[src/hdl/btc_pkg.sv]
package btc_pkg;

  // width of the block_length register as seen on the register port
  localparam int BLEN_BITS = 5;

  typedef struct packed {
    logic [BLEN_BITS-1:0] block_length;
    logic                 decrypt_mode;
  } btc_cfg_t;

endpackage

[src/hdl/btc_ram.sv]
module btc_ram #(
  parameter int WIDTH = 8,
  parameter int DEPTH = 16
) (
  input  logic                     clk,
  input  logic                     we,
  input  logic [$clog2(DEPTH)-1:0] waddr,
  input  logic [WIDTH-1:0]         wdata,
  input  logic                     re,
  input  logic [$clog2(DEPTH)-1:0] raddr,
  output logic [WIDTH-1:0]         rdata
);

  logic [WIDTH-1:0] mem_r [DEPTH];
  logic [WIDTH-1:0] rdata_r;

  always_ff @(posedge clk) begin
    if (we) begin
      mem_r[waddr] <= wdata;
    end
    if (re) begin
      rdata_r <= mem_r[raddr];
    end
  end

  assign rdata = rdata_r;

endmodule

[src/hdl/btc_cfg.sv]
module btc_cfg (
  input  logic                    clk,
  input  logic                    rst_n,
  input  logic                    psel,
  input  logic                    penable,
  input  logic                    pwrite,
  input  logic [2:0]              paddr,
  input  logic [31:0]             pwdata,
  output logic [31:0]             prdata,
  output logic                    pready,
  output btc_pkg::btc_cfg_t       cfg
);

  localparam logic REG_BLOCK_LENGTH = 1'b0;
  localparam logic REG_DECRYPT_MODE = 1'b1;

  logic [btc_pkg::BLEN_BITS-1:0] blen_r;
  logic                          dec_r;
  logic                          reg_sel;
  logic                          wr_en;

  // byte address 4*i, so the register index is bit 2
  assign reg_sel = paddr[2];
  assign wr_en   = psel && penable && pwrite;
  assign pready  = 1'b1;

  always_ff @(posedge clk) begin
    if (!rst_n) begin
      blen_r <= btc_pkg::BLEN_BITS'(16);
      dec_r  <= 1'b0;
    end else if (wr_en) begin
      case (reg_sel)
        REG_BLOCK_LENGTH: blen_r <= pwdata[btc_pkg::BLEN_BITS-1:0];
        REG_DECRYPT_MODE: dec_r  <= pwdata[0];
        default:          blen_r <= blen_r;
      endcase
    end
  end

  always_comb begin
    case (reg_sel)
      REG_BLOCK_LENGTH: prdata = 32'(blen_r);
      REG_DECRYPT_MODE: prdata = 32'(dec_r);
      default:          prdata = '0;
    endcase
  end

  assign cfg.block_length = blen_r;
  assign cfg.decrypt_mode = dec_r;

endmodule

[src/hdl/btc_seq.sv]
module btc_seq #(
  parameter int MAX_LEN     = 16,
  parameter int SYMBOL_BITS = 8
) (
  input  logic                       clk,
  input  logic                       rst_n,
  input  btc_pkg::btc_cfg_t          cfg,
  input  logic                       in_valid,
  output logic                       in_stall,
  input  logic                       in_action,
  input  logic [$clog2(MAX_LEN)-1:0] in_entry_index,
  input  logic [$clog2(MAX_LEN)-1:0] in_entry_value,
  input  logic [SYMBOL_BITS-1:0]     in_symbol,
  input  logic                       in_short_end,
  output logic                       out_valid,
  input  logic                       out_stall,
  output logic [SYMBOL_BITS-1:0]     out_symbol,
  output logic                       out_block_end
);

  localparam int AW = $clog2(MAX_LEN);
  localparam int LW = $clog2(MAX_LEN + 1);

  localparam logic ACT_LOAD = 1'b0;
  localparam logic ACT_DATA = 1'b1;

  localparam logic [2:0] S_IDLE   = 3'd0;
  localparam logic [2:0] S_PCHK   = 3'd1;
  localparam logic [2:0] S_SWR    = 3'd2;
  localparam logic [2:0] S_OSTART = 3'd3;
  localparam logic [2:0] S_OUT    = 3'd4;

  logic [2:0]         state_r, state_nxt;
  logic [LW-1:0]      fill_r, fill_nxt;
  logic [LW-1:0]      len_r, len_nxt;
  logic [LW-1:0]      j_r, j_nxt;
  logic [LW-1:0]      i_r, i_nxt;
  logic [LW-1:0]      k_r, k_nxt;
  logic [AW-1:0]      dst_r, dst_nxt;
  logic [MAX_LEN-1:0] written_r, written_nxt;

  logic [LW-1:0]      plen;
  logic [LW-1:0]      pos;
  logic [LW-1:0]      pos_inc;
  logic [LW-1:0]      p_ext;
  logic [LW-1:0]      j_step;
  logic [LW-1:0]      i_step;
  logic               keep;
  logic               full_blk;
  logic               in_acc;
  logic               load_we;
  logic               data_we;

  logic               perm_re;
  logic [AW-1:0]      perm_raddr;
  logic [AW-1:0]      perm_rdata;
  logic               store_re;
  logic [AW-1:0]      store_raddr;
  logic [SYMBOL_BITS-1:0] store_rdata;
  logic               slot_re;
  logic [AW-1:0]      slot_raddr;
  logic [SYMBOL_BITS-1:0] slot_rdata;

  // effective permutation length: zero acts as one, clipped at MAX_LEN
  always_comb begin
    if (cfg.block_length == '0) begin
      plen = LW'(1);
    end else if (32'(cfg.block_length) > 32'(MAX_LEN)) begin
      plen = LW'(MAX_LEN);
    end else begin
      plen = LW'(cfg.block_length);
    end
  end

  assign in_stall = (state_r != S_IDLE);
  assign in_acc   = in_valid && !in_stall;
  assign load_we  = in_acc && (in_action == ACT_LOAD) &&
                    ({1'b0, in_entry_index} < (AW + 1)'(MAX_LEN));
  assign data_we  = in_acc && (in_action == ACT_DATA);

  // a held block as long as or longer than the current length is dropped
  assign pos      = (fill_r >= plen) ? '0 : fill_r;
  assign pos_inc  = pos + LW'(1);

  // shared compare step over the table
  assign p_ext    = LW'(perm_rdata);
  assign full_blk = (len_r == plen);
  assign keep     = (p_ext < len_r);
  assign j_step   = j_r + LW'(1);
  assign i_step   = (keep || full_blk) ? (i_r + LW'(1)) : i_r;

  btc_ram #(.WIDTH(AW), .DEPTH(MAX_LEN)) u_perm (
    .clk   (clk),
    .we    (load_we),
    .waddr (in_entry_index),
    .wdata (in_entry_value),
    .re    (perm_re),
    .raddr (perm_raddr),
    .rdata (perm_rdata)
  );

  btc_ram #(.WIDTH(SYMBOL_BITS), .DEPTH(MAX_LEN)) u_store (
    .clk   (clk),
    .we    (data_we),
    .waddr (pos[AW-1:0]),
    .wdata (in_symbol),
    .re    (store_re),
    .raddr (store_raddr),
    .rdata (store_rdata)
  );

  btc_ram #(.WIDTH(SYMBOL_BITS), .DEPTH(MAX_LEN)) u_slot (
    .clk   (clk),
    .we    (state_r == S_SWR),
    .waddr (dst_r),
    .wdata (store_rdata),
    .re    (slot_re),
    .raddr (slot_raddr),
    .rdata (slot_rdata)
  );

  always_comb begin
    state_nxt   = state_r;
    fill_nxt    = fill_r;
    len_nxt     = len_r;
    j_nxt       = j_r;
    i_nxt       = i_r;
    k_nxt       = k_r;
    dst_nxt     = dst_r;
    written_nxt = written_r;
    perm_re     = 1'b0;
    perm_raddr  = j_r[AW-1:0];
    store_re    = 1'b0;
    store_raddr = '0;
    slot_re     = 1'b0;
    slot_raddr  = k_r[AW-1:0];
    case (state_r)
      S_IDLE: begin
        if (data_we) begin
          if ((pos_inc < plen) && !in_short_end) begin
            fill_nxt = pos_inc;
          end else begin
            fill_nxt    = '0;
            len_nxt     = pos_inc;
            j_nxt       = '0;
            i_nxt       = '0;
            written_nxt = '0;
            perm_re     = 1'b1;
            perm_raddr  = '0;
            state_nxt   = S_PCHK;
          end
        end
      end
      S_PCHK: begin
        j_nxt = j_step;
        i_nxt = i_step;
        if (keep) begin
          store_re = 1'b1;
          if (cfg.decrypt_mode) begin
            store_raddr = perm_rdata;
            dst_nxt     = i_r[AW-1:0];
          end else begin
            store_raddr = i_r[AW-1:0];
            dst_nxt     = perm_rdata;
          end
          state_nxt = S_SWR;
        end else if ((j_step == plen) || (i_step == len_r)) begin
          state_nxt = S_OSTART;
        end else begin
          perm_re    = 1'b1;
          perm_raddr = j_step[AW-1:0];
        end
      end
      S_SWR: begin
        written_nxt[dst_r] = 1'b1;
        if ((j_r == plen) || (i_r == len_r)) begin
          state_nxt = S_OSTART;
        end else begin
          perm_re    = 1'b1;
          perm_raddr = j_r[AW-1:0];
          state_nxt  = S_PCHK;
        end
      end
      S_OSTART: begin
        k_nxt      = '0;
        slot_re    = 1'b1;
        slot_raddr = '0;
        state_nxt  = S_OUT;
      end
      S_OUT: begin
        if (!out_stall) begin
          if (k_r == len_r - LW'(1)) begin
            state_nxt = S_IDLE;
          end else begin
            k_nxt      = k_r + LW'(1);
            slot_re    = 1'b1;
            slot_raddr = k_nxt[AW-1:0];
          end
        end
      end
      default: begin
        state_nxt = S_IDLE;
      end
    endcase
  end

  always_ff @(posedge clk) begin
    if (!rst_n) begin
      state_r   <= S_IDLE;
      fill_r    <= '0;
      written_r <= '0;
    end else begin
      state_r   <= state_nxt;
      fill_r    <= fill_nxt;
      written_r <= written_nxt;
    end
  end

  always_ff @(posedge clk) begin
    len_r <= len_nxt;
    j_r   <= j_nxt;
    i_r   <= i_nxt;
    k_r   <= k_nxt;
    dst_r <= dst_nxt;
  end

  // slots never written read as zero
  assign out_valid     = (state_r == S_OUT);
  assign out_symbol    = written_r[k_r[AW-1:0]] ? slot_rdata : '0;
  assign out_block_end = (k_r == len_r - LW'(1));

  a_out_in_block: assert property (@(posedge clk) disable iff (!rst_n)
    state_r == S_OUT |-> k_r < len_r)
    else $error("output index beyond block length");

  a_block_starts_scan: assert property (@(posedge clk) disable iff (!rst_n)
    data_we && ((pos_inc == plen) || in_short_end) |=> state_r == S_PCHK)
    else $error("closing symbol did not start the table scan");

  a_last_returns_idle: assert property (@(posedge clk) disable iff (!rst_n)
    out_valid && !out_stall && out_block_end |=> state_r == S_IDLE)
    else $error("block end transaction did not release the input");

  a_scan_order: assert property (@(posedge clk) disable iff (!rst_n)
    (state_r == S_PCHK || state_r == S_SWR) |-> i_r <= j_r)
    else $error("position counter ran ahead of table index");

  a_fill_cleared: assert property (@(posedge clk) disable iff (!rst_n)
    state_r != S_IDLE |-> fill_r == '0)
    else $error("fill count not cleared while emitting");

endmodule

[src/hdl/block_transposition_cipher.sv]
// load items and data symbols that do not close a block do not stall the input
// a closing symbol starts a scan of the table: S_PCHK per entry, and S_SWR
//   after a used one (perm ram read, then store ram read and slot write)
// then setup in S_OSTART and output from S_OUT; input is stalled meanwhile
// synchronous active-low reset: block_length 16, encrypt mode, empty block;
//   the table and block store hold nothing defined until written
module block_transposition_cipher #(
  parameter int MAX_LEN     = 16,
  parameter int SYMBOL_BITS = 8
) (
  input  logic                       clk,
  input  logic                       rst_n,
  input  logic                       psel,
  input  logic                       penable,
  input  logic                       pwrite,
  input  logic [2:0]                 paddr,
  input  logic [31:0]                pwdata,
  output logic [31:0]                prdata,
  output logic                       pready,
  input  logic                       in_valid,
  output logic                       in_stall,
  input  logic                       in_action,
  input  logic [$clog2(MAX_LEN)-1:0] in_entry_index,
  input  logic [$clog2(MAX_LEN)-1:0] in_entry_value,
  input  logic [SYMBOL_BITS-1:0]     in_symbol,
  input  logic                       in_short_end,
  output logic                       out_valid,
  input  logic                       out_stall,
  output logic [SYMBOL_BITS-1:0]     out_symbol,
  output logic                       out_block_end
);

  btc_pkg::btc_cfg_t cfg;

  btc_cfg u_cfg (
    .clk     (clk),
    .rst_n   (rst_n),
    .psel    (psel),
    .penable (penable),
    .pwrite  (pwrite),
    .paddr   (paddr),
    .pwdata  (pwdata),
    .prdata  (prdata),
    .pready  (pready),
    .cfg     (cfg)
  );

  btc_seq #(.MAX_LEN(MAX_LEN), .SYMBOL_BITS(SYMBOL_BITS)) u_seq (
    .clk            (clk),
    .rst_n          (rst_n),
    .cfg            (cfg),
    .in_valid       (in_valid),
    .in_stall       (in_stall),
    .in_action      (in_action),
    .in_entry_index (in_entry_index),
    .in_entry_value (in_entry_value),
    .in_symbol      (in_symbol),
    .in_short_end   (in_short_end),
    .out_valid      (out_valid),
    .out_stall      (out_stall),
    .out_symbol     (out_symbol),
    .out_block_end  (out_block_end)
  );

endmodule

[config.mk]
export PLATFORM = sky130hd
export DESIGN_NAME = block_transposition_cipher
export DESIGN_NICKNAME = d
export VERILOG_FILES = /design/src/hdl/btc_pkg.sv /design/src/hdl/btc_ram.sv /design/src/hdl/btc_cfg.sv /design/src/hdl/btc_seq.sv /design/src/hdl/block_transposition_cipher.sv
export SDC_FILE = /design/constraint.sdc
export NUM_CORES = 1
export LEC_CHECK = 0
export ABC_AREA = 0
export BUFFER_PORTS_ARGS = -buffer_cell sky130_fd_sc_hd__buf_2
export CORE_UTILIZATION = 55
export DETAILED_ROUTE_END_ITERATION = 10
export PLACE_DENSITY = 0.77
export SYNTH_ARGS = -nofsm -noshare
export SYNTH_HDL_FRONTEND = slang
export SYNTH_SLANG_ARGS = --single-unit
[constraint.sdc]
create_clock -name clk -period 11.4 [get_ports clk]
set_clock_uncertainty 0.2 [all_clocks]
set_input_delay 1.14 -clock clk [delete_from_list [all_inputs] [get_ports clk]]
set_output_delay 1.14 -clock clk [all_outputs]
set_load 0.005 [all_outputs]
==> results of run 1 <==
logic make-up (layout without fill, tap and decap cells):
logic type / Yosys count / after routing / share of synthesized area
compound gates: 256 / 256 / 0.101
simple gates: 464 / 464 / 0.131
fa+ha+maj: 18 / 18 / 0.0127
xor+xnor: 31 / 31 / 0.0153
buf+inv: 176 / 200 / 0.0482
mux: 53 / 53 / 0.0403
flops: 394 / 394 / 0.651
other cells: 2 / 28 / 0.000424
worst max path at each step:
stage,start,to,slack [ns],cells after the start
2_1_floorplan,u_cfg.blen_r[3],u_seq.u_perm.rdata[1],6.65,21
3_3_place_gp,u_cfg.blen_r[1],u_seq.u_perm.rdata[2],5.35,20
4_1_cts,u_cfg.blen_r[1],u_seq.u_perm.rdata[2],5.23,20
3_5_place_dp,u_cfg.blen_r[1],u_seq.u_perm.rdata[2],5.26,20
5_1_grt,u_cfg.blen_r[4],u_seq.u_perm.rdata[2],4.66,20
6_report,u_cfg.blen_r[1],u_seq.u_perm.rdata[2],5.15,20
per-stage QoR:
stage	std cells	utilization
6_report	1846	0.610
5_1_grt	1846	0.610
4_1_cts	1846	0.610
3_5_place_dp	1774	0.571
3_3_place_gp	1774	0.571
2_1_floorplan	1420	-
placed cells by master, fill, tap and decap left out, types with 17 or more instances in the layout:
cell	synthesis	routed
sky130_fd_sc_hd__nor3_1	19	19
sky130_fd_sc_hd__mux2i_1	24	23
sky130_fd_sc_hd__a21oi_1	28	27
sky130_fd_sc_hd__dfxtp_1	30	30
sky130_fd_sc_hd__nor2b_1	19	19
sky130_fd_sc_hd__nand3_1	31	31
sky130_fd_sc_hd__ha_1	18	18
sky130_fd_sc_hd__o21ai_0	48	48
sky130_fd_sc_hd__inv_1	69	69
sky130_fd_sc_hd__a211oi_1	41	41
sky130_fd_sc_hd__nor2_1	115	115
sky130_fd_sc_hd__and2_1	37	37
sky130_fd_sc_hd__or3_1	35	35
sky130_fd_sc_hd__xnor2_1	17	17
sky130_fd_sc_hd__a31oi_1	39	39
sky130_fd_sc_hd__o211ai_1	17	17
sky130_fd_sc_hd__and3_1	27	27
sky130_fd_sc_hd__buf_2	7	46
sky130_fd_sc_hd__nor3b_1	18	18
sky130_fd_sc_hd__edfxtp_1	364	364
sky130_fd_sc_hd__clkbuf_16	0	40
sky130_fd_sc_hd__conb_1	2	28
sky130_fd_sc_hd__o32ai_1	24	24
sky130_fd_sc_hd__nand2_1	119	118
where the power goes:
group	switching, W	total (W)	internal (W)
Sequential	0.0000200	0.00161	0.00159
Clock	0.000524	0.00120	0.000679
Combinational	0.000111	0.000168	0.0000574
cell type report:
| class | count | share of cell area |
|---|---|---|
| clock buffer | 56 | 0.0571 |
| clock inverter | 16 | 0.00584 |
| inverter | 69 | 0.0134 |
| multi-input combinational | 850 | 0.283 |
| sequential | 394 | 0.598 |
| tap | 402 | 0.0261 |
| timing repair buffer | 59 | 0.0170 |
critical path: cells and delay by family, from the launching register on:
kind | cells | cell delay, ns
AOI/OAI and AO/OA | 9 | 3.41
adders and majority gates | 3 | 0.89
and+or+nand+nor | 6 | 0.73
DFF | 1 | 0.53
buffers and inverters | 2 | 0.20
metal layers:
| metal | global-route usage | up-vias | part of all wire |
|---|---|---|---|
| met5 | 0 | - | 0 |
| met4 | 0.0627 | 0 | 0.024 |
| met3 | 0.0329 | 61 | 0.072 |
| met2 | 0.357 | 440 | 0.48 |
| met1 | 0.301 | 5363 | 0.42 |
| li1 | - | 5191 | - |
registers in the layout, summed over array words and instances, names as in the netlist, 5 cells and up:
register             flops
u_seq.u_store.mem_r    128
u_seq.u_slot.mem_r     128
u_seq.fill_r             5
u_seq.u_store.rdata      8
u_seq.k_r                5
u_seq.written_r         16
u_seq.u_slot.rdata       8
u_seq.j_r                5
u_seq.u_perm.mem_r      64
u_seq.i_r                5
u_seq.len_r              5
u_cfg.blen_r             5
==> impl_results.md, run 1 <==
- Leak: slightly below 7 nW
- Endpoint of the worst hold path: u_seq.written_r[8]
- Area growth syn-to-layout: 8.86%
- Proportion of synthesized chip area in sequential cells: 0.651
- Syn. warnings: 0
- Type of element launching the critical path: flip-flop
- Critical R2R Capture: u_seq.u_perm.rdata[2]
- Cell Area, Placed: 0.0181 mm2
- Post-Route WL: 35800 um
- Post-synthesis instance area: 0.0177 mm2
- Fraction of final layout cells sized beyond drive strength 1: 0.112
- CTS tree: yes
- Path type of the worst min-delay path: flip-flop to flip-flop
- Data arrival, critical path: 6.30 ns
- Average detailed-routed wire length per instance: 19.4 um
- Unrepaired setup endpoints after global routing: no
- Commonest cells in the synthesized netlist: sky130_fd_sc_hd__edfxtp_1, sky130_fd_sc_hd__nand2_1, sky130_fd_sc_hd__nor2_1, sky130_fd_sc_hd__inv_1, sky130_fd_sc_hd__clkbuf_1
- Detailed-route DRC error count: 0
- Buffers inserted during post-CTS setup optimization: 0
- Source-to-sink clock delay at the later pin of the worst-skew pair: 0.55 ns
- Post-route minimum period: 6.25 ns
- Wire length of the first global-routing pass: about 56000 um
- Antenna diode instance count: 0
- PD cells: ~150 mW/mm2
- Detail Placement HPWL: ~23000 um
- Crit path cell chain: nor3_2 > o21ai_0 > inv_1 > ha_1 > nor2b_1 > o21ai_0 > a21o_1 > a21oi_1 > nand2_1 > ha_1 > inv_1 > ha_1 > nand4_1 > a211oi_1 > o31a_1 > nor2_1 > a311oi_4 > o32ai_1 > o31ai_1 > nand4_1
- Upper clock frequency limit: between 150 and 200 MHz
- Transition time of the tightest slew-check pin: 1.10 ns
- Worst path most repeated cell: sky130_fd_sc_hd__ha_1
- Share of async-settable or async-resettable flops after synthesis: 0
- Post-synthesis instance total: 1394
- Gr usage total: 0.217
- Reg-to-reg slack, setup: about 5.2 ns
- Count of input and output buffers: between 40 and 50
- Area taken by flip-flops and latches: approximately 0.012 mm2
- Outcome: complete, no violations
- Most common cell in the synthesized netlist: sky130_fd_sc_hd__edfxtp_1
- Number of register bits inferred by synthesis: 394
- Filler cell count: 2358
- Syn avg cell area: 12.7 um2
- Number of top-level design ports: 104
- Width of the die: 181 um
- Final hold viol count: 0
- Post-cts hold buffer count: 0
- DR vias/cell: 5.99
- Overall power after layout: 0.00298 W
- Clock-pin transition on the worst setup and hold timing paths: 0.06 ns
- Final TNS setup: 0 ns
- Remaining number of nets flagged by the antenna check after routing: 0
- HP Start: u_seq.written_r[8]
- Max Root-Sink Buffers: 3
- Number of flops mapped to enable cells by yosys: 364
- Cell area after layout: 0.0193 mm2
- Crit Reg-Reg Startpoint: u_cfg.blen_r[1]
- Largest net degree at the start of global routing: 65
- Clock H-tree levels: 2
- Maximum cell stage delay along the critical path: roughly 0.76 ns
- Die ar.: 0.0329 mm2
- Final period util: 0.548
- Height of the chip: 181 um
- Starting Density: 0.560
- Clock buffers created by TritonCTS: 40
- Num Clock Sinks: 394
- Final-report max-slew violation count: 0
- Initial antenna violation count: 0
- Largest cells by area after synthesis: sky130_fd_sc_hd__edfxtp_1, sky130_fd_sc_hd__dfxtp_1, sky130_fd_sc_hd__nand2_1
- Crit path kind: flip-flop to flip-flop
- Clk root buf: sky130_fd_sc_hd__clkbuf_16
- Post-synth top area cell: sky130_fd_sc_hd__edfxtp_1
- Final #Nets: 1492
- Placement Rows: 65
- Initial DRC count: 1056
- Worst hold path stage count: 2
- Routability-driven placement congestion ratio: 0.882
- Worst-case headroom to the max-slew limit: 0.264
- Endpoint kind of the worst setup timing path: flip-flop
- Most common flop cell mapped by yosys: sky130_fd_sc_hd__edfxtp_1
- Cell type of the slowest stage on the worst timing path: sky130_fd_sc_hd__a311oi_4
- Grt total ovfl: 0
- Worst slack on hold paths: 0.263 ns
- Multi-input gate area: 0.00545 mm2
- Post-synthesis cell type count: 73
- Placeable core region: 0.0316 mm2
- Via count of the first global-routing pass: 10553
- Total setup violations reported at the end of the flow: 0
- Setup WS pre-CTS: between 5 and 6 ns
- Vias: 11055
- Cells resized by post-CTS repair: 0
- VDD IR max: 0.117 mV
- Crit-path max FO: 16
- R2R depth: 20
- Final setup margin: 5.15 ns
- Max-cap check violation count: 0
- Pre-antenna DRT Iters: 6
- Proportion of netlist area held by the largest area contributor: 0.617
- Data required time of the critical path: 11.45 ns
(Power assumes the default switching activity.)
==> run 2, diff against run 1 <==
--- a/config.mk
+++ b/config.mk
@@ -9,7 +9,7 @@
 export BUFFER_PORTS_ARGS = -buffer_cell sky130_fd_sc_hd__buf_2
 export CORE_UTILIZATION = 55
 export DETAILED_ROUTE_END_ITERATION = 10
-export PLACE_DENSITY = 0.77
+export PLACE_DENSITY = 0.8
 export SYNTH_ARGS = -nofsm -noshare
 export SYNTH_HDL_FRONTEND = slang
 export SYNTH_SLANG_ARGS = --single-unit
==> constraint.sdc (replaced) <==
create_clock -name clk -period 5.4 [get_ports clk]
set_clock_uncertainty 0.2 [all_clocks]
set_input_delay 0.54 -clock clk [delete_from_list [all_inputs] [get_ports clk]]
set_output_delay 0.54 -clock clk [all_outputs]
set_load 0.005 [all_outputs]
==> run 2 against run 1 <==
Combinational power increased by 120%. Global-route usage rose by 0.63 points. Worst hold slack worse by 0.21 ns. Critical endpoint is now u_seq.u_perm.rdata[3]. Largest cell class unchanged.
==> impl_results.md, run 2 (synthesized netlist as in run 1, its figures left out) <==
- Die ar.: 0.0329 mm2 (unchanged)
- CTS tree: yes
- Final-report max-slew violation count: 0 (unchanged)
- Average detailed-routed wire length per instance: 19.7 um (+1.2%)
- Wire length of the first global-routing pass: 57600 um (+2.7%)
- Post-route minimum period: 4.93 ns (-1.32 ns)
- Most common cell after layout, fill and taps aside: sky130_fd_sc_hd__edfxtp_1
- Detail Placement HPWL: 23300 um (+0.63%)
- Routability-driven placement congestion ratio: 0.899 (+1.9%)
- VDD IR max: 0.246 mV (+110%)
- Starting Density: 0.560 (unchanged)
- Highest-count cells in the layout ignoring fill and taps: sky130_fd_sc_hd__edfxtp_1, sky130_fd_sc_hd__nand2_1, sky130_fd_sc_hd__nor2_1
- Final #Nets: 1504 (+0.80%)
- Final hold viol count: 0 (unchanged)
- Crit-path max FO: 32 (+16)
- Final period util: 0.913 (+0.365)
- Num Clock Sinks: 394 (unchanged)
- Pre-antenna DRT Iters: 6 (unchanged)
- Transition time of the tightest slew-check pin: 1.14 ns (+0.0403 ns)
- Initial antenna violation count: 0 (unchanged)
- Initial DRC count: 1274 (+21%)
- Data arrival, critical path: 4.98 ns (-1.32 ns)
- Placeable core region: 0.0316 mm2 (unchanged)
- Grt total ovfl: 0 (unchanged)
- Antenna diode instance count: 0 (unchanged)
- Vias: 11262 (+1.9%)
- Worst-case headroom to the max-slew limit: 0.237 (-0.0270)
- Fraction of final layout cells sized beyond drive strength 1: 0.117 (+0.00457)
- Max Root-Sink Buffers: 3 (unchanged)
- Multi-input gate area: 0.00546 mm2 (about the same)
- Crit path kind: flip-flop to flip-flop
- PD cells: 330 mW/mm2 (+110%)
- Largest net degree at the start of global routing: 65 (unchanged)
- Number of top-level design ports: 104 (unchanged)
- Remaining number of nets flagged by the antenna check after routing: 0 (unchanged)
- Upper clock frequency limit: 203 MHz (+27%)
- Area taken by flip-flops and latches: 0.0115 mm2 (unchanged)
- Largest registers: u_seq.u_slot.mem_r: 128 flops, u_seq.u_store.mem_r: 128 flops, u_seq.u_perm.mem_r: 64 flops
- Height of the chip: 181 um (unchanged)
- DR vias/cell: 6.06 (+1.2%)
- Clock-pin transition on the worst setup and hold timing paths: 0.06 ns (about the same)
- Unrepaired setup endpoints after global routing: no
- Clk root buf: sky130_fd_sc_hd__clkbuf_16
- Cell area after layout: 0.0195 mm2 (+0.88%)
- Cell Area, Placed: 0.0182 mm2 (+0.48%)
- Leak: 6.80 nW (+1.2%)
- Count of input and output buffers: 46 (unchanged)
- Clock buffers created by TritonCTS: 40 (unchanged)
- Gr usage total: 0.223 (+0.00634)
- Source-to-sink clock delay at the later pin of the worst-skew pair: 0.53 ns (-0.02 ns)
- Via count of the first global-routing pass: 10708 (+1.5%)
- Total setup violations reported at the end of the flow: 0 (unchanged)
- Post-Route WL: 36500 um (+1.9%)
- Width of the die: 181 um (unchanged)
- Filler cell count: 2293 (-2.8%)
- Path type of the worst min-delay path: input port to flip-flop
- Area growth syn-to-layout: 9.82%
- Clock H-tree levels: 2 (unchanged)
- Worst slack on hold paths: 0.0573 ns (-0.206 ns)
- Endpoint kind of the worst setup timing path: flip-flop
- Final TNS setup: 0 ns (unchanged)
- Detailed-route DRC error count: 0 (unchanged)
- Outcome: complete, no violations
- Max-cap check violation count: 0 (unchanged)
- Data required time of the critical path: 5.45 ns (-6.00 ns)
- Type of element launching the critical path: flip-flop
- Post-cts hold buffer count: 0 (unchanged)
- Placement Rows: 65 (unchanged)
run 2: final timing paths:
kind,endpoint,slack (ns),start,cells after the start
max,u_seq.u_perm.rdata[3],0.47,u_cfg.blen_r[4],20
min,u_cfg.blen_r[4],0.06,pwdata[4],3
max reg2reg,u_seq.u_perm.rdata[3],0.47,u_cfg.blen_r[4],20
min reg2reg,u_seq.written_r[14],0.26,u_seq.written_r[14],2
run 2: cell type report:
type | count | share of cell area
Sequential cell | 394 | 0.593
Inverter | 69 | 0.0133
Multi-Input combinational cell | 850 | 0.280
Clock inverter | 20 | 0.00900
Clock buffer | 52 | 0.0560
Timing Repair Buffer | 71 | 0.0228
Tap cell | 402 | 0.0259
run 2: report_power, final:
group	leakage [nW]	switching, W	internal (W)
Combinational	2.67	0.000234	0.000128
Clock	0.612	0.00109	0.00156
Sequential	3.52	0.0000415	0.00336
Total	6.80	0.00137	0.00505
run 2: critical path: stages, from the launching register on:
cell	delay, ns
sky130_fd_sc_hd__dfxtp_1	0.51
sky130_fd_sc_hd__inv_1	0.09
sky130_fd_sc_hd__o21ai_1	0.18
sky130_fd_sc_hd__inv_1	0.11
sky130_fd_sc_hd__ha_1	0.28
sky130_fd_sc_hd__nor2b_1	0.10
sky130_fd_sc_hd__o21ai_0	0.13
sky130_fd_sc_hd__a21o_1	0.21
sky130_fd_sc_hd__a21oi_1	0.19
sky130_fd_sc_hd__nand2_1	0.09
sky130_fd_sc_hd__ha_1	0.31
sky130_fd_sc_hd__inv_1	0.06
sky130_fd_sc_hd__ha_1	0.26
sky130_fd_sc_hd__nand4_1	0.10
sky130_fd_sc_hd__a211oi_1	0.23
sky130_fd_sc_hd__o31a_1	0.30
sky130_fd_sc_hd__nand2b_1	0.19
sky130_fd_sc_hd__nand3_4	0.26
sky130_fd_sc_hd__nor3b_1	0.27
sky130_fd_sc_hd__o31ai_1	0.40
sky130_fd_sc_hd__nand4_1	0.16
run 2: timing repair:
action,4_1_cts,5_1_grt
gates resized for setup,0,2
setup endpoints to repair,0,4
setup buffers,0,2
run 2: routing by layer:
metal	GRT usage	vias to the layer above	wire length [um]
li1	-	5224	-
met1	0.311	5422	15300
met2	0.358	529	17300
met3	0.0359	87	2840
met4	0.0807	0	1050
met5	0	-	0
run 2: stage by stage:
stage               setup WS (ns)  cells  total power, W   util
CTS                         0.295   1856         0.00644  0.614
floorplan                   0.645   1420         0.00372      -
global route               0.0570   1858         0.00660  0.615
detailed placement          0.305   1784         0.00382  0.574
global placement            0.379   1784         0.00381  0.574
finish                      0.470   1858         0.00642  0.615
